## config.mk

```make
export PLATFORM = sky130hd
export DESIGN_NAME = drt_route_mem
export DESIGN_NICKNAME = d
export VERILOG_FILES = /design/src/rtl/drt_pkg.sv /design/src/rtl/drt_route_mem.sv
export SDC_FILE = /design/constraint.sdc
export NUM_CORES = 2
export LEC_CHECK = 0
export CELL_PAD_IN_SITES_DETAIL_PLACEMENT = 1
export CELL_PAD_IN_SITES_GLOBAL_PLACEMENT = 2
export CORE_MARGIN = 1.5
export CORE_UTILIZATION = 55
export DETAILED_ROUTE_END_ITERATION = 16
export DONT_BUFFER_PORTS = 1
export PLACE_DENSITY_LB_ADDON = 0.1
export SLEW_MARGIN = 20
export SYNTH_ARGS = -nofsm -noshare
export SYNTH_HDL_FRONTEND = slang
export SYNTH_SLANG_ARGS = --single-unit
```

## constraint.sdc

```tcl
create_clock -name clk -period 12.3 [get_ports clk]
set_input_delay 1.23 -clock clk [delete_from_list [all_inputs] [get_ports clk]]
set_output_delay 1.23 -clock clk [all_outputs]
set_load 0.02 [all_outputs]
```

## src/rtl/drt_pkg.sv

```systemverilog
// Shared types and constants for the distance-vector route table.
// No dependencies; imported by every module of the block.
`default_nettype none
package drt_pkg;

    localparam int ROUTES_DEF    = 32;
    localparam int NEIGHBORS_DEF = 8;
    localparam int CFG_IDX_W     = 3;
    localparam int CFG_DATA_W    = 48;

    localparam logic [7:0]  TTL_RESET    = 8'd15;
    localparam logic [7:0]  EXPIRY_RESET = 8'd10;
    localparam logic [15:0] COST_MAX     = 16'hFFFF;

    // action codes
    localparam logic [2:0] ACT_SEND   = 3'd0;
    localparam logic [2:0] ACT_DATA   = 3'd1;
    localparam logic [2:0] ACT_VSTART = 3'd2;
    localparam logic [2:0] ACT_VENTRY = 3'd3;
    localparam logic [2:0] ACT_VEND   = 3'd4;
    localparam logic [2:0] ACT_TICK   = 3'd5;

    // decision codes
    localparam logic [1:0] DEC_DELIVER = 2'd0;
    localparam logic [1:0] DEC_DROP    = 2'd1;
    localparam logic [1:0] DEC_UNICAST = 2'd2;
    localparam logic [1:0] DEC_FLOOD   = 2'd3;

    localparam logic KIND_DECISION = 1'b0;
    localparam logic KIND_DUMP     = 1'b1;

    // configuration register indexes
    localparam logic [CFG_IDX_W-1:0] CFG_OWN_IP      = 3'd0;
    localparam logic [CFG_IDX_W-1:0] CFG_OWN_MAC     = 3'd1;
    localparam logic [CFG_IDX_W-1:0] CFG_INITIAL_TTL = 3'd2;
    localparam logic [CFG_IDX_W-1:0] CFG_MAX_EXPIRY  = 3'd3;

    typedef struct packed {
        logic [2:0]  action;
        logic [47:0] neighbor_mac;
        logic [31:0] neighbor_ip;
        logic [31:0] target_ip;
        logic [7:0]  ttl_in;
        logic [15:0] link_distance;
        logic [47:0] entry_next_hop;
        logic [15:0] entry_distance;
    } in_item_t;

    typedef struct packed {
        logic        kind;
        logic [1:0]  decision;
        logic [47:0] next_hop_mac;
        logic [7:0]  ttl_out;
        logic [31:0] dump_ip;
        logic [47:0] dump_next_hop;
        logic [15:0] dump_distance;
        logic        last;
    } out_item_t;

    typedef struct packed {
        logic [31:0] dest;
        logic [47:0] hop;
        logic [15:0] cost;
    } route_entry_t;

endpackage
`default_nettype wire

```

## src/rtl/drt_route_mem.sv

```systemverilog
// Route entry storage: one write port, one read port, registered read data.
// Depends on drt_pkg for the entry type.
`default_nettype none
module drt_route_mem #(
    parameter int ROUTES = drt_pkg::ROUTES_DEF
) (
    input  wire logic                       clk,
    input  wire logic                       rd_en,
    input  wire logic [$clog2(ROUTES)-1:0]  rd_addr,
    output drt_pkg::route_entry_t           rd_data,
    input  wire logic                       wr_en,
    input  wire logic [$clog2(ROUTES)-1:0]  wr_addr,
    input  wire drt_pkg::route_entry_t      wr_data
);
    import drt_pkg::*;

    route_entry_t mem [ROUTES];

    always_ff @(posedge clk)
    begin
        if (wr_en)
        begin
            mem[wr_addr] <= wr_data;
        end
    end

    always_ff @(posedge clk)
    begin
        if (rd_en)
        begin
            rd_data <= mem[rd_addr];
        end
    end

endmodule
`default_nettype wire

```

==> out/qor.yml <==
synth_compound_area_share_pct: 3.92
fin_crit_sh_pct: 44.6
placed_cell_area_um2: 123000
ys_seq_elements: 3168
cp_max_fo: 136
cp.required_ns: 12.97
period_needed_ns: 5.48
core_um2: 215000
path_class: "input port to flop"
yosys_warnings: 0
r2r_start: "mem[15][33]$_DFFE_PP_"
insertion_delay_ns: 0.96
hp-class: "input port to flop"
grt_max_degree: 766
switching_share_pct: 20.3
final_nets: 5849
power.density_nw_per_um2: 168
cp_slowest_cell: "buf_4"
rr_worst_depth: 4
wl_per_cell_um: 36.0
synth_ff_type: "edfxtp_1"
die_w_um: 469
grt_pass1_vias: 60800
cts_hold_buffers: 0
drive_above_1_share_pct: 16.4
syn_inst: 5604
grt.total_usage_pct: 29.1
initialDrtViolationCount: 6488
portBuffers: 0
ff2ff_setup_slack_ns: 10.39
synthToLayoutAreaGrowth_pct: 11.3
p_comb_share_pct: 3.5
synth_top_family_by_area: "multiplexers"
die_area_um2: 220000
tightest_slew_ns: 1.17
cts_tree: "built"
start_kind: "input port"
setup_viol_count_final: 0
grt_pass1_wl_um: 450000
outcome: "completed"
finalClockSkew_ns: 0.0522
synthXorXnorAreaFrac_pct: 0
die_y_um: 469
fillers: 17300
synth.area.mux_share_pct: 13.7
clk_pin_slew_ns: 0.06
viasPerCell: 6.61
yosys.area_share.simple_pct: 1.46
cts_buffers: 328
rsz0062_at_grt: "no"
slew-limit-headroom_pct: 22.2
antenna_left: 0
wl_um: 317000
post-dp-hpwl_um: 158000
regToRegEndpoint: "rd_data[33]$_DFFE_PP_"
grt-ovfl-total: 0
cap_violations: 0
maxSlewViolCount: 0
cts_root_buffer: "clkbuf_16"
cp.arrival_ns: 6.15
clock-sinks: 3168
drc: 0
place_congestion: 0.757
fmaxAchievable_mhz: 182
hold_path_depth: 0
async_reset_ff_share_pct: 0
post-cts-setup-buffers: 0
crit_chain: "buf_16 > buf_16 > buf_16 > nor2b_4 > buf_4 > buf_4 > a22oi_1 > a31oi_1 > nand3_1"
postSynthNetCount: 5713
leakagePower_uw: 0.0430
synthAdderAreaFrac_pct: 0
final-hold-violation-count: 0
path_common_cell: "buf_16"
hold_end: "mem[7][64]$_DFFE_PP_"
cts.path.max_buffers: 4
design_area_um2: 133000
synth_edf_count: 3168
netlist_area_um2: 120000
h-tree-depth: 5
start_util_pct: 55.5
ir_worst_vdd_uv: 177
syn_area_per_cell_um2: 21.3
cpPeakStageDelay_ns: 0.90
synth_cell_types: 29
seq_area_frac_synth_pct: 79.6
hp-start: "wr_data[64]"
antenna_found_initial: 3
drtPass1Iterations: 5
p_int_uw: 17800
p_seq_share_pct: 54.3
worst_setup_path_end_kind: "flop"
cts_resized: 0
boundaryPins: 205
power.share.clock_pct: 42.2
vias: 58200
p_switching_uw: 4550
fin_tns_setup_ns: 0
num_rows: 170
==> layout make-up <==
type                       instances  area (um^2)  share of cell area (%)
sequential                      3168        95100                    71.5
antenna                            4         10.0                 0.00752
tap                             2838         3550                    2.67
inverter                           1         3.75                 0.00282
multi-input combinational       2117        23100                    17.4
clock buffer                     410         8660                    6.51
clock inverter                   147         1270                   0.957
timing repair buffer             124         1280                   0.965
==> cells by family (layout without fill, tap and decap cells) <==
family,count (synthesis),after routing
and+or+nand+nor,338,338
muxes,1152,1152
DFF,3168,3168
buffers and inverters,319,682
AOI/OAI and AO/OA,627,627
other,0,4
==> flip-flops by register name, summed over array words and instances, names as in the netlist <==
register,count
rd_data,96
mem,3072
==> per-layer routing <==
metal	up-vias	share of wire [%]	track usage [%]	wire length (um)
met5	-	0	0	0
met4	0	2.3	7.22	7140
met3	435	7.4	5.73	23600
met2	2315	50	48.1	159000
met1	31600	40	40.1	128000
li1	23800	-	-	-
==> power groups by stage <==
| stage | clock network [uW] | logic (uW) | registers [uW] |
|---|---|---|---|
| 2_1_floorplan | 0 | 557 | 12400 |
| 3_3_place_gp | 0 | 633 | 12400 |
| 3_5_place_dp | 0 | 645 | 12400 |
| 4_1_cts | 9570 | 650 | 12200 |
| 5_1_grt | 9930 | 827 | 12200 |
| 6_report | 9430 | 783 | 12200 |
==> how the worst max path moves through the flow <==
stage	start	endpoint	slack (ns)
global route	rd_addr[0]	rd_data[69]$_DFFE_PP_	6.64
detailed placement	wr_addr[1]	mem[4][16]$_DFFE_PP_	7.28
finish	rd_addr[0]	rd_data[85]$_DFFE_PP_	6.82
global placement	wr_addr[1]	mem[4][78]$_DFFE_PP_	7.41
floorplan	wr_addr[1]	mem[12][0]$_DFFE_PP_	5.86
CTS	wr_addr[1]	mem[4][13]$_DFFE_PP_	8.27
==> stage by stage <==
step	hold WS (ns)	instances	utilization, %	setup WS, ns	total power [uW]
6_report	0.359	8809	61.8	6.82	22400
5_1_grt	0.317	8806	61.8	6.64	22900
4_1_cts	0.298	8791	61.6	8.27	22400
3_5_place_dp	0.686	8234	57.0	7.28	13000
3_3_place_gp	0.674	8234	57.0	7.41	13000
2_1_floorplan	0.626	5604	-	5.86	12900
==> cell usage in the layout, fill, tap and decap left out, types with 2 or more instances in the layout <==
cell type	instances
clkinv_1	72
or3b_2	2
a31oi_1	51
clkinvlp_4	5
nor2b_2	2
nor2b_4	7
nand3b_1	5
a22o_1	51
edfxtp_1	3168
nor2_4	37
nor2_1	3
and2_4	2
clkbuf_1	75
diode_2	4
buf_16	12
nor3_1	3
a21oi_1	9
clkbuf_16	335
mux4_2	384
and2_1	7
buf_12	9
buf_4	103
nand2_1	12
clkinv_2	42
nand3_1	194
mux2i_1	768
a22oi_1	511
nor2_2	6
bufinv_16	24
inv_6	3
nor2b_1	6
nand4_1	45
a32oi_1	5
==> cells in the mapped netlist (all sizes together) (2+ instances only) <==
library cell  number  area (um^2)
a21oi              9         45.0
a22o              51          447
a22oi            511         3840
a31oi             51          319
a32oi              5         43.8
and2              10         62.6
buf              179         1080
clkbuf           139          522
edfxtp          3168        95100
mux2i            768         7690
mux4             384         8650
nand2             12         45.0
nand3            194          971
nand3b             5         37.5
nand4             45          282
nor2              46          175
nor2b             15         93.8
nor3               5         35.0
or3b               2         17.5
==> critical path: cells and delay by family <==
kind                   cells  cell delay (ns)
buffers and inverters      5             3.26
AND/OR/NAND/NOR            2             0.66
AO/OA/AOI/OAI              2             0.47
No activity file was read; power rests on OpenSTA's default activity.
