--- config.mk ---
export PLATFORM = sky130hd
export DESIGN_NAME = drt_ctrl
export DESIGN_NICKNAME = d
export VERILOG_FILES = /design/src/rtl/drt_pkg.sv /design/src/rtl/drt_ctrl.sv
export SDC_FILE = /design/constraint.sdc
export NUM_CORES = 2
export LEC_CHECK = 0
export ABC_AREA = 0
export BUFFER_PORTS_ARGS = -buffer_cell sky130_fd_sc_hd__buf_2
export CAP_MARGIN = 20
export CORE_ASPECT_RATIO = 0.9
export CORE_MARGIN = 4
export CORE_UTILIZATION = 60
export DETAILED_ROUTE_END_ITERATION = 7
export GPL_TIMING_DRIVEN = 1
export PLACE_DENSITY = 0.81
export SKIP_LAST_GASP = 1
export SLEW_MARGIN = 10
export SYNTH_ARGS = -nofsm -noshare
export SYNTH_HDL_FRONTEND = slang
export SYNTH_SLANG_ARGS = --single-unit
export TNS_END_PERCENT = 100
--- constraint.sdc ---
create_clock -name clk -period 7.4 [get_ports clk]
set_clock_uncertainty 0.15 [all_clocks]
set_input_delay 2.22 -clock clk [delete_from_list [all_inputs] [get_ports clk]]
set_output_delay 2.22 -clock clk [all_outputs]
set_load 0.05 [all_outputs]
--- src/rtl/drt_pkg.sv ---
// Shared types and constants for the distance-vector route table.
// No dependencies; imported by every module of the block.
`default_nettype none
package drt_pkg;

    localparam int ROUTES_DEF    = 32;
    localparam int NEIGHBORS_DEF = 8;
    localparam int CFG_IDX_W     = 3;
    localparam int CFG_DATA_W    = 48;

    localparam logic [7:0]  TTL_RESET    = 8'd15;
    localparam logic [7:0]  EXPIRY_RESET = 8'd10;
    localparam logic [15:0] COST_MAX     = 16'hFFFF;

    // action codes
    localparam logic [2:0] ACT_SEND   = 3'd0;
    localparam logic [2:0] ACT_DATA   = 3'd1;
    localparam logic [2:0] ACT_VSTART = 3'd2;
    localparam logic [2:0] ACT_VENTRY = 3'd3;
    localparam logic [2:0] ACT_VEND   = 3'd4;
    localparam logic [2:0] ACT_TICK   = 3'd5;

    // decision codes
    localparam logic [1:0] DEC_DELIVER = 2'd0;
    localparam logic [1:0] DEC_DROP    = 2'd1;
    localparam logic [1:0] DEC_UNICAST = 2'd2;
    localparam logic [1:0] DEC_FLOOD   = 2'd3;

    localparam logic KIND_DECISION = 1'b0;
    localparam logic KIND_DUMP     = 1'b1;

    // configuration register indexes
    localparam logic [CFG_IDX_W-1:0] CFG_OWN_IP      = 3'd0;
    localparam logic [CFG_IDX_W-1:0] CFG_OWN_MAC     = 3'd1;
    localparam logic [CFG_IDX_W-1:0] CFG_INITIAL_TTL = 3'd2;
    localparam logic [CFG_IDX_W-1:0] CFG_MAX_EXPIRY  = 3'd3;

    typedef struct packed {
        logic [2:0]  action;
        logic [47:0] neighbor_mac;
        logic [31:0] neighbor_ip;
        logic [31:0] target_ip;
        logic [7:0]  ttl_in;
        logic [15:0] link_distance;
        logic [47:0] entry_next_hop;
        logic [15:0] entry_distance;
    } in_item_t;

    typedef struct packed {
        logic        kind;
        logic [1:0]  decision;
        logic [47:0] next_hop_mac;
        logic [7:0]  ttl_out;
        logic [31:0] dump_ip;
        logic [47:0] dump_next_hop;
        logic [15:0] dump_distance;
        logic        last;
    } out_item_t;

    typedef struct packed {
        logic [31:0] dest;
        logic [47:0] hop;
        logic [15:0] cost;
    } route_entry_t;

endpackage
`default_nettype wire

--- src/rtl/drt_ctrl.sv ---
// Sequencer of the route table: neighbor table, valid/seen bits, table scans,
// decision and dump output register, configuration registers.
// Depends on drt_pkg; drives the ports of drt_route_mem.
`default_nettype none
module drt_ctrl #(
    parameter int ROUTES    = drt_pkg::ROUTES_DEF,
    parameter int NEIGHBORS = drt_pkg::NEIGHBORS_DEF
) (
    input  wire logic                          clk,
    input  wire logic                          rst_n,
    input  wire logic                          in_valid,
    output logic                               in_ready,
    input  wire drt_pkg::in_item_t             in_item,
    output logic                               out_valid,
    input  wire logic                          out_ready,
    output drt_pkg::out_item_t                 out_item,
    input  wire logic                          cfg_valid,
    input  wire logic [drt_pkg::CFG_IDX_W-1:0] cfg_index,
    input  wire logic [drt_pkg::CFG_DATA_W-1:0] cfg_data,
    output logic                               rd_en,
    output logic [$clog2(ROUTES)-1:0]          rd_addr,
    input  wire drt_pkg::route_entry_t         rd_data,
    output logic                               wr_en,
    output logic [$clog2(ROUTES)-1:0]          wr_addr,
    output drt_pkg::route_entry_t              wr_data
);
    import drt_pkg::*;

    localparam int IDX_W = $clog2(ROUTES);
    localparam logic [IDX_W-1:0] IDX_LAST = IDX_W'(ROUTES - 1);

    typedef enum logic [3:0] {
        ST_IDLE, ST_SCAN, ST_SCAN_WAIT, ST_POST, ST_EMIT,
        ST_DUMP_RD, ST_DUMP_DATA, ST_AGE
    } state_t;

    typedef enum logic [1:0] {OP_FIND, OP_PURGE, OP_EXPIRE} op_t;

    state_t       state_reg;
    state_t       ret_reg;
    op_t          op_reg;
    in_item_t     item_reg;
    logic [31:0]  key_reg;
    logic [IDX_W-1:0] idx_reg;
    logic             scan_vld_reg;
    logic [IDX_W-1:0] scan_idx_reg;
    logic             found_reg;
    logic [IDX_W-1:0] found_idx_reg;
    logic [47:0]      found_hop_reg;
    logic [15:0]      found_cost_reg;
    logic             dump_last_reg;

    logic [ROUTES-1:0] valid_reg;
    logic [ROUTES-1:0] seen_reg;
    logic [NEIGHBORS-1:0] nbr_valid_reg;
    logic [47:0]          nbr_addr_reg [NEIGHBORS];
    logic [7:0]           nbr_ticks_reg [NEIGHBORS];

    logic [31:0] own_ip_reg;
    logic [47:0] own_mac_reg;
    logic [7:0]  initial_ttl_reg;
    logic [7:0]  max_expiry_reg;

    logic [1:0]  pend_dec_reg;
    logic [47:0] pend_hop_reg;
    logic [7:0]  pend_ttl_reg;

    out_item_t out_reg;
    logic      out_valid_reg;

    // combinational helpers
    logic             free_any;
    logic [IDX_W-1:0] free_idx;
    logic                 nbr_hit_any, nbr_free_any;
    logic [NEIGHBORS-1:0] nbr_hit_mask, nbr_free_mask;
    logic                 exp_hit;
    logic [16:0]          sum_wide;
    logic [15:0]          sum_sat;
    logic [ROUTES-1:0]    valid_rest;
    logic                 dump_last;
    logic                 out_free;
    logic                 accept;
    logic                 seen_wr, seen_val, valid_wr;
    logic                 better;

    assign accept    = in_valid && in_ready;
    assign in_ready  = (state_reg == ST_IDLE);
    assign out_free  = !out_valid_reg || out_ready;
    assign out_valid = out_valid_reg;
    assign out_item  = out_reg;

    assign sum_wide = {1'b0, item_reg.link_distance} + {1'b0, item_reg.entry_distance};
    assign sum_sat  = sum_wide[16] ? COST_MAX : sum_wide[15:0];

    assign valid_rest = valid_reg >> idx_reg;
    assign dump_last  = (valid_rest[ROUTES-1:1] == '0);

    always_comb
    begin
        free_any = 1'b0;
        free_idx = '0;
        for (int i = ROUTES - 1; i >= 0; i--)
        begin
            if (!valid_reg[i])
            begin
                free_any = 1'b1;
                free_idx = IDX_W'(i);
            end
        end
    end

    // neighbor lookup for refresh, on the incoming transaction
    always_comb
    begin
        nbr_hit_any   = 1'b0;
        nbr_free_any  = 1'b0;
        nbr_hit_mask  = '0;
        nbr_free_mask = '0;
        for (int i = 0; i < NEIGHBORS; i++)
        begin
            if (nbr_valid_reg[i] && nbr_addr_reg[i] == in_item.neighbor_mac && !nbr_hit_any)
            begin
                nbr_hit_mask[i] = 1'b1;
                nbr_hit_any     = 1'b1;
            end
            if (!nbr_valid_reg[i] && !nbr_free_any)
            begin
                nbr_free_mask[i] = 1'b1;
                nbr_free_any     = 1'b1;
            end
        end
    end

    always_comb
    begin
        exp_hit = 1'b0;
        for (int i = 0; i < NEIGHBORS; i++)
        begin
            if (nbr_valid_reg[i] && nbr_ticks_reg[i] == 8'd0
                && nbr_addr_reg[i] == rd_data.hop)
            begin
                exp_hit = 1'b1;
            end
        end
    end

    always_comb
    begin
        rd_en   = 1'b0;
        rd_addr = idx_reg;
        if (state_reg == ST_SCAN)
        begin
            rd_en = 1'b1;
        end
        else if (state_reg == ST_DUMP_RD && valid_reg[idx_reg] && out_free)
        begin
            rd_en = 1'b1;
        end
    end

    // write-back after a lookup
    always_comb
    begin
        wr_en    = 1'b0;
        wr_addr  = free_idx;
        wr_data  = '{dest: key_reg, hop: item_reg.neighbor_mac,
                     cost: item_reg.link_distance};
        valid_wr = 1'b0;
        seen_wr  = 1'b0;
        seen_val = 1'b0;
        better   = (item_reg.entry_next_hop != own_mac_reg) && (found_cost_reg > sum_sat);
        if (state_reg == ST_POST && ret_reg == ST_POST)
        begin
            unique case (item_reg.action)
                ACT_VSTART:
                begin
                    if (!found_reg && free_any)
                    begin
                        wr_en    = 1'b1;
                        valid_wr = 1'b1;
                        seen_wr  = 1'b1;
                    end
                end
                ACT_VENTRY:
                begin
                    if (found_reg)
                    begin
                        wr_en   = 1'b1;
                        wr_addr = found_idx_reg;
                        wr_data = '{dest: key_reg,
                                    hop: better ? item_reg.neighbor_mac : found_hop_reg,
                                    cost: (better || found_hop_reg == item_reg.neighbor_mac)
                                          ? sum_sat : found_cost_reg};
                        seen_wr  = 1'b1;
                        seen_val = 1'b1;
                    end
                    else if (item_reg.entry_next_hop != own_mac_reg && free_any)
                    begin
                        wr_en    = 1'b1;
                        wr_data  = '{dest: key_reg, hop: item_reg.neighbor_mac, cost: sum_sat};
                        valid_wr = 1'b1;
                        seen_wr  = 1'b1;
                        seen_val = 1'b1;
                    end
                end
                ACT_TICK:
                begin
                    wr_data = '{dest: own_ip_reg, hop: own_mac_reg, cost: 16'd0};
                    if (found_reg)
                    begin
                        wr_en   = 1'b1;
                        wr_addr = found_idx_reg;
                    end
                    else if (free_any)
                    begin
                        wr_en    = 1'b1;
                        valid_wr = 1'b1;
                        seen_wr  = 1'b1;
                    end
                end
                default:
                begin
                    wr_en = 1'b0;
                end
            endcase
        end
    end

    always_ff @(posedge clk or negedge rst_n)
    begin
        if (!rst_n)
        begin
            state_reg       <= ST_IDLE;
            ret_reg         <= ST_POST;
            op_reg          <= OP_FIND;
            item_reg        <= '0;
            key_reg         <= '0;
            idx_reg         <= '0;
            scan_vld_reg    <= 1'b0;
            scan_idx_reg    <= '0;
            found_reg       <= 1'b0;
            found_idx_reg   <= '0;
            found_hop_reg   <= '0;
            found_cost_reg  <= '0;
            dump_last_reg   <= 1'b0;
            valid_reg       <= '0;
            seen_reg        <= '0;
            nbr_valid_reg   <= '0;
            for (int i = 0; i < NEIGHBORS; i++)
            begin
                nbr_addr_reg[i]  <= '0;
                nbr_ticks_reg[i] <= '0;
            end
            own_ip_reg      <= '0;
            own_mac_reg     <= '0;
            initial_ttl_reg <= TTL_RESET;
            max_expiry_reg  <= EXPIRY_RESET;
            pend_dec_reg    <= DEC_FLOOD;
            pend_hop_reg    <= '0;
            pend_ttl_reg    <= '0;
            out_reg         <= '0;
            out_valid_reg   <= 1'b0;
        end
        else
        begin
            if (cfg_valid)
            begin
                unique case (cfg_index)
                    CFG_OWN_IP:      own_ip_reg      <= cfg_data[31:0];
                    CFG_OWN_MAC:     own_mac_reg     <= cfg_data[47:0];
                    CFG_INITIAL_TTL: initial_ttl_reg <= cfg_data[7:0];
                    CFG_MAX_EXPIRY:  max_expiry_reg  <= cfg_data[7:0];
                    default:         own_ip_reg      <= own_ip_reg;
                endcase
            end

            if (out_ready)
            begin
                out_valid_reg <= 1'b0;
            end

            scan_vld_reg <= (state_reg == ST_SCAN);
            scan_idx_reg <= idx_reg;

            // returning read data of a scan
            if (scan_vld_reg && valid_reg[scan_idx_reg])
            begin
                unique case (op_reg)
                    OP_FIND:
                    begin
                        if (!found_reg && rd_data.dest == key_reg)
                        begin
                            found_reg      <= 1'b1;
                            found_idx_reg  <= scan_idx_reg;
                            found_hop_reg  <= rd_data.hop;
                            found_cost_reg <= rd_data.cost;
                        end
                    end
                    OP_PURGE:
                    begin
                        if (rd_data.hop == item_reg.neighbor_mac && !seen_reg[scan_idx_reg])
                        begin
                            valid_reg[scan_idx_reg] <= 1'b0;
                        end
                    end
                    OP_EXPIRE:
                    begin
                        if (exp_hit)
                        begin
                            valid_reg[scan_idx_reg] <= 1'b0;
                        end
                    end
                    default:
                    begin
                        found_reg <= found_reg;
                    end
                endcase
            end

            if (wr_en)
            begin
                if (valid_wr)
                begin
                    valid_reg[wr_addr] <= 1'b1;
                end
                if (seen_wr)
                begin
                    seen_reg[wr_addr] <= seen_val;
                end
            end

            unique case (state_reg)
                ST_IDLE:
                begin
                    if (accept)
                    begin
                        item_reg  <= in_item;
                        key_reg   <= in_item.target_ip;
                        idx_reg   <= '0;
                        found_reg <= 1'b0;
                        op_reg    <= OP_FIND;
                        ret_reg   <= ST_POST;
                        state_reg <= ST_SCAN;
                        if (in_item.action == ACT_DATA || in_item.action == ACT_VSTART)
                        begin
                            for (int i = 0; i < NEIGHBORS; i++)
                            begin
                                if (nbr_hit_mask[i] || (!nbr_hit_any && nbr_free_mask[i]))
                                begin
                                    nbr_valid_reg[i] <= 1'b1;
                                    nbr_addr_reg[i]  <= in_item.neighbor_mac;
                                    nbr_ticks_reg[i] <= max_expiry_reg;
                                end
                            end
                        end
                        priority case (in_item.action)
                            ACT_SEND:
                            begin
                                pend_ttl_reg <= initial_ttl_reg;
                            end
                            ACT_DATA:
                            begin
                                pend_ttl_reg <= in_item.ttl_in - 8'd1;
                                pend_hop_reg <= '0;
                                if (in_item.ttl_in == 8'd0)
                                begin
                                    pend_dec_reg <= DEC_DROP;
                                    pend_ttl_reg <= 8'd0;
                                    state_reg    <= ST_EMIT;
                                end
                                else if (in_item.target_ip == own_ip_reg)
                                begin
                                    pend_dec_reg <= DEC_DELIVER;
                                    pend_ttl_reg <= in_item.ttl_in;
                                    state_reg    <= ST_EMIT;
                                end
                            end
                            ACT_VSTART:
                            begin
                                seen_reg <= '0;
                                key_reg  <= in_item.neighbor_ip;
                            end
                            ACT_VENTRY:
                            begin
                                key_reg <= in_item.target_ip;
                            end
                            ACT_VEND:
                            begin
                                op_reg <= OP_PURGE;
                            end
                            ACT_TICK:
                            begin
                                key_reg <= own_ip_reg;
                            end
                            default:
                            begin
                                state_reg <= ST_IDLE;
                            end
                        endcase
                    end
                end
                ST_SCAN:
                begin
                    idx_reg <= idx_reg + IDX_W'(1);
                    if (idx_reg == IDX_LAST)
                    begin
                        idx_reg   <= '0;
                        state_reg <= ST_SCAN_WAIT;
                    end
                end
                ST_SCAN_WAIT:
                begin
                    state_reg <= ret_reg;
                end
                ST_POST:
                begin
                    state_reg <= ST_IDLE;
                    unique case (item_reg.action)
                        ACT_SEND, ACT_DATA:
                        begin
                            pend_dec_reg <= found_reg ? DEC_UNICAST : DEC_FLOOD;
                            pend_hop_reg <= found_reg ? found_hop_reg : 48'd0;
                            state_reg    <= ST_EMIT;
                        end
                        ACT_VEND:
                        begin
                            seen_reg <= '0;
                        end
                        ACT_TICK:
                        begin
                            idx_reg   <= '0;
                            state_reg <= ST_DUMP_RD;
                        end
                        default:
                        begin
                            state_reg <= ST_IDLE;
                        end
                    endcase
                end
                ST_EMIT:
                begin
                    if (out_free)
                    begin
                        out_reg <= '{kind: KIND_DECISION, decision: pend_dec_reg,
                                     next_hop_mac: pend_hop_reg, ttl_out: pend_ttl_reg,
                                     dump_ip: 32'd0, dump_next_hop: 48'd0,
                                     dump_distance: 16'd0, last: 1'b1};
                        out_valid_reg <= 1'b1;
                        state_reg     <= ST_IDLE;
                    end
                end
                ST_DUMP_RD:
                begin
                    if (!valid_reg[idx_reg])
                    begin
                        idx_reg <= idx_reg + IDX_W'(1);
                        if (idx_reg == IDX_LAST)
                        begin
                            idx_reg   <= '0;
                            op_reg    <= OP_EXPIRE;
                            ret_reg   <= ST_AGE;
                            state_reg <= ST_SCAN;
                        end
                    end
                    else if (out_free)
                    begin
                        dump_last_reg <= dump_last;
                        state_reg     <= ST_DUMP_DATA;
                    end
                end
                ST_DUMP_DATA:
                begin
                    out_reg <= '{kind: KIND_DUMP, decision: DEC_DELIVER,
                                 next_hop_mac: 48'd0, ttl_out: 8'd0,
                                 dump_ip: rd_data.dest, dump_next_hop: rd_data.hop,
                                 dump_distance: rd_data.cost, last: dump_last_reg};
                    out_valid_reg <= 1'b1;
                    idx_reg       <= idx_reg + IDX_W'(1);
                    state_reg     <= ST_DUMP_RD;
                    if (idx_reg == IDX_LAST)
                    begin
                        idx_reg   <= '0;
                        op_reg    <= OP_EXPIRE;
                        ret_reg   <= ST_AGE;
                        state_reg <= ST_SCAN;
                    end
                end
                ST_AGE:
                begin
                    for (int i = 0; i < NEIGHBORS; i++)
                    begin
                        if (nbr_valid_reg[i])
                        begin
                            if (nbr_ticks_reg[i] == 8'd0)
                            begin
                                nbr_valid_reg[i] <= 1'b0;
                            end
                            else
                            begin
                                nbr_ticks_reg[i] <= nbr_ticks_reg[i] - 8'd1;
                            end
                        end
                    end
                    ret_reg   <= ST_POST;
                    state_reg <= ST_IDLE;
                end
                default:
                begin
                    state_reg <= ST_IDLE;
                end
            endcase
        end
    end

endmodule
`default_nettype wire

==> qor.yml <==
outcome:
  status: "finished, violations left"
  violations: "negative setup slack"
global_routing:
  gr-total-overflow: 0
  first_global_vias: 50500
  grt_pass1_wl_mm: 367
  grt_max_degree: 161
  grt_usage_pct: 48.8
  grt_antenna_before_repair: 50
setup_path:
  path_class: "flop to primary output"
  reg2reg_slack_ns: 2.51
  crit_slowest_cell: "fa_2"
  r2r_end: "nbr_addr_reg[234]$_DFFE_PN0P_"
  critical_path_required_ns: 5.03
  reg2reg_from: "state_reg[1]$_DFFE_PN0P_"
  crit_path_start_kind: "flop"
  reg2reg_depth: 8
  arrival_ns: 5.55
  cp-end-kind: "primary output"
  crit_fanout: 6
  max_stage_delay_ns: 0.36
drt:
  wl_mm: 260
  num_vias: 52900
  drt_iter0_drc: 7601
  dr.pass1.iters: 7
  wl_per_cell_um: 33.2
  drc: 0
  via_per_inst: 6.77
  postRouteAntennaNets: 0
logic_synthesis:
  synth_top_family_by_area: "simple AND/OR/NAND/NOR gates"
  ys_seq_area_share_pct: 45.5
  synth-edff-count: 0
  ys_seq_elements: 1082
  yosysTopAreaCellShare_pct: 45.1
  synth_xor_area_share_pct: 13.5
  synthAdderAreaFrac_pct: 1.17
  ys.flop_type: "dfrtp_1"
  synth_simple_gate_area_share_pct: 13.7
  synth-compound-area-share_pct: 11.6
  yosysUniqueCellTypes: 90
  async_flop_share_pct: 100
  synth_mux_area_share_pct: 10.8
  syn_avg_cell_area_um2: 10.1
  syn_area_mm2: 0.0595
  syn_nets: 6278
  synthCells: 5868
  synth_warnings: 0
  synth_top_cell_by_area: "dfrtp_1"
  synth_area_leaders: "dfrtp_1, mux2_2, xnor2_1, xor2_1, nand2_1"
layout:
  largest_reg_flops: 384
  finalNetCount: 6769
  drive_gt1_share_pct: 25.0
  syn2layout_area_growth_pct: 15.6
  postLayoutCoreUtil_pct: 70.0
  stdcell_count: 7819
sta:
  rsz0062_at_grt: "true"
  tightest_slew_ns: 1.09
  setup_viol: 64
  hold_viol: 0
  setup_tns_ns: -27.42
  final_max_slew_viol_count: 0
  slew_headroom_pct: 26.8
  fin_crit_sh_pct: 107
  worst_slack_ns: -0.518
  timing.fmax_mhz: 126
  post-route-min-period_ns: 7.92
place:
  io_buffers: 620
  place_congestion: 1.08
  hpwl_mm: 188
  post-place-cells: 7564
cts:
  path_clk_slew_ns: 0.07
  clock_latency_ns: 0.74
  htreeDepth: 3
  clockBufferDepth: 3
  root_buffer: "clkbuf_16"
  cts_tree: "done"
  cts_sinks: 1082
  cts_buffers: 110
floorplanning:
  io_pins: 621
  num_rows: 109
  dieArea_mm2: 0.104
  initial_core_util_pct: 60.6
  die_w_um: 340
  core_mm2: 0.0983
  chipHeight_um: 307
power_and_ir_drop:
  leakage_uw: 0.0322
  finalPower_uw: 25300
  vdd_drop_max_uv: 280
  power.density_mw_per_mm2: 368
worst_hold_path:
  worstHoldPathCells: 2
  hold_path.startpoint: "pend_hop_reg[35]$_DFFE_PN0P_"
  holdPathEnd: "pend_hop_reg[35]$_DFFE_PN0P_"
  hold_class: "flop to flop"
job:
  cap_violations: 0
worst max-delay path: cells and delay by family, from the launching register on:
kind                       cells  cell delay, ns
adders and majority gates      3            0.84
AOI/OAI and AO/OA             12            1.88
xor gates and xnor gates       1            0.16
buffers and inverters          5            0.68
and+or+nand+nor                5            0.88
DFF                            1            0.35
cell usage after synthesis, drive strengths merged (47+ instances only):
master / n
clkbuf: 259
dfrtp: 1074
a22o: 153
buf: 155
a22oi: 96
nand4: 158
inv: 111
nor2: 208
xnor2: 476
nand3: 114
xor2: 442
mux2: 503
ha: 54
a31oi: 53
a21oi: 123
nand2: 832
nor4: 148
o21ai: 274
nand2b: 47
nor3: 68
timing repair:
| action | CTS | global route |
|---|---|---|
| pin swaps | 22 | 23 |
| cloned | 1 | 1 |
| resized for setup | 105 | 15 |
| setup buffers | 6 | 4 |
| endpoints found under the setup margin | 64 | 64 |
| hold buffers | 0 | 0 |
| hold endpoints to repair | 0 | 0 |
final cells by class:
type | instances | area [µm²]
Multi-Input combinational cell | 4261 | 30600
Fill cell | 7393 | 29500
Sequential cell | 1082 | 27100
Timing Repair Buffer | 793 | 5150
Clock buffer | 145 | 3140
Tap cell | 1332 | 1670
Clock inverter | 57 | 697
Inverter | 111 | 417
Antenna cell | 38 | 95.1
power by group:
part           internal (µW)  switching (µW)
sequential              7320            1910
combinational           3700            6390
clock                   3440            2540
total                  14500           10800
per-stage QoR:
| stage | setup WS [ns] | cell area, µm² | hold slack [ns] |
|---|---|---|---|
| finish | -0.518 | 68800 | 0.318 |
| global route | -0.703 | 68800 | 0.336 |
| detailed placement | 0.0670 | 64300 | 0.306 |
| global placement | 0.124 | 64300 | 0.300 |
| CTS | -0.520 | 68600 | 0.320 |
| floorplan | 0.0771 | 59500 | 0.290 |
kinds of logic after synthesis:
kind of cell | after synthesis
adder cells (fa/ha/maj) | 55
buffers and inverters | 525
AO/OA/AOI/OAI | 1008
multiplexers | 546
flip-flops | 1082
XOR/XNOR | 918
AND/OR/NAND/NOR | 1734
how the worst max path moves through the flow:
stage / start / end / slack [ns]
2_1_floorplan: item_reg[64]$_DFFE_PN0P_ / wr_data[2] / 0.08
3_3_place_gp: item_reg[0]$_DFFE_PN0P_ / wr_data[0] / 0.12
3_5_place_dp: item_reg[0]$_DFFE_PN0P_ / wr_data[0] / 0.07
4_1_cts: item_reg[64]$_DFFE_PN0P_ / wr_data[13] / -0.52
5_1_grt: item_reg[0]$_DFFE_PN0P_ / wr_data[7] / -0.70
6_report: item_reg[0]$_DFFE_PN0P_ / wr_data[14] / -0.52
routing by layer:
metal	vias to the layer above	track usage [%]	part of all wire, %
li1	21700	-	-
met1	26000	61.7	35
met2	3998	69.8	41
met3	1177	16.8	14
met4	22	35.6	9.7
met5	-	0.317	0.066
placed cells by master (no fill, tap or decap), types with 17 or more instances in the layout:
| cell type | Yosys | layout |
|---|---|---|
| ha_1 | 54 | 49 |
| mux2_2 | 490 | 490 |
| nor4_1 | 147 | 147 |
| o31ai_1 | 30 | 30 |
| o211ai_1 | 40 | 40 |
| dfrtp_1 | 1074 | 1074 |
| nand3_1 | 114 | 113 |
| nand4_1 | 158 | 158 |
| a21o_1 | 35 | 34 |
| clkbuf_16 | 0 | 111 |
| a31o_2 | 17 | 17 |
| a22oi_1 | 96 | 96 |
| nor3_1 | 68 | 66 |
| buf_4 | 22 | 185 |
| and2_1 | 21 | 18 |
| nor2b_1 | 40 | 33 |
| xor2_1 | 442 | 441 |
| buf_2 | 76 | 555 |
| nand2_1 | 832 | 831 |
| xnor2_1 | 475 | 475 |
| nand2b_1 | 47 | 47 |
| inv_1 | 108 | 107 |
| clkinv_2 | 0 | 28 |
| buf_12 | 0 | 35 |
| clkbuf_8 | 0 | 23 |
| nor2_1 | 204 | 190 |
| o221ai_1 | 26 | 26 |
| a22o_1 | 153 | 153 |
| a31oi_1 | 52 | 52 |
| a21oi_1 | 122 | 115 |
| diode_2 | 0 | 38 |
| mux4_2 | 27 | 27 |
| o21ai_0 | 270 | 263 |
| o22a_1 | 22 | 22 |
| o22ai_1 | 31 | 31 |
Note: power is estimated with default switching activity, not from simulation.
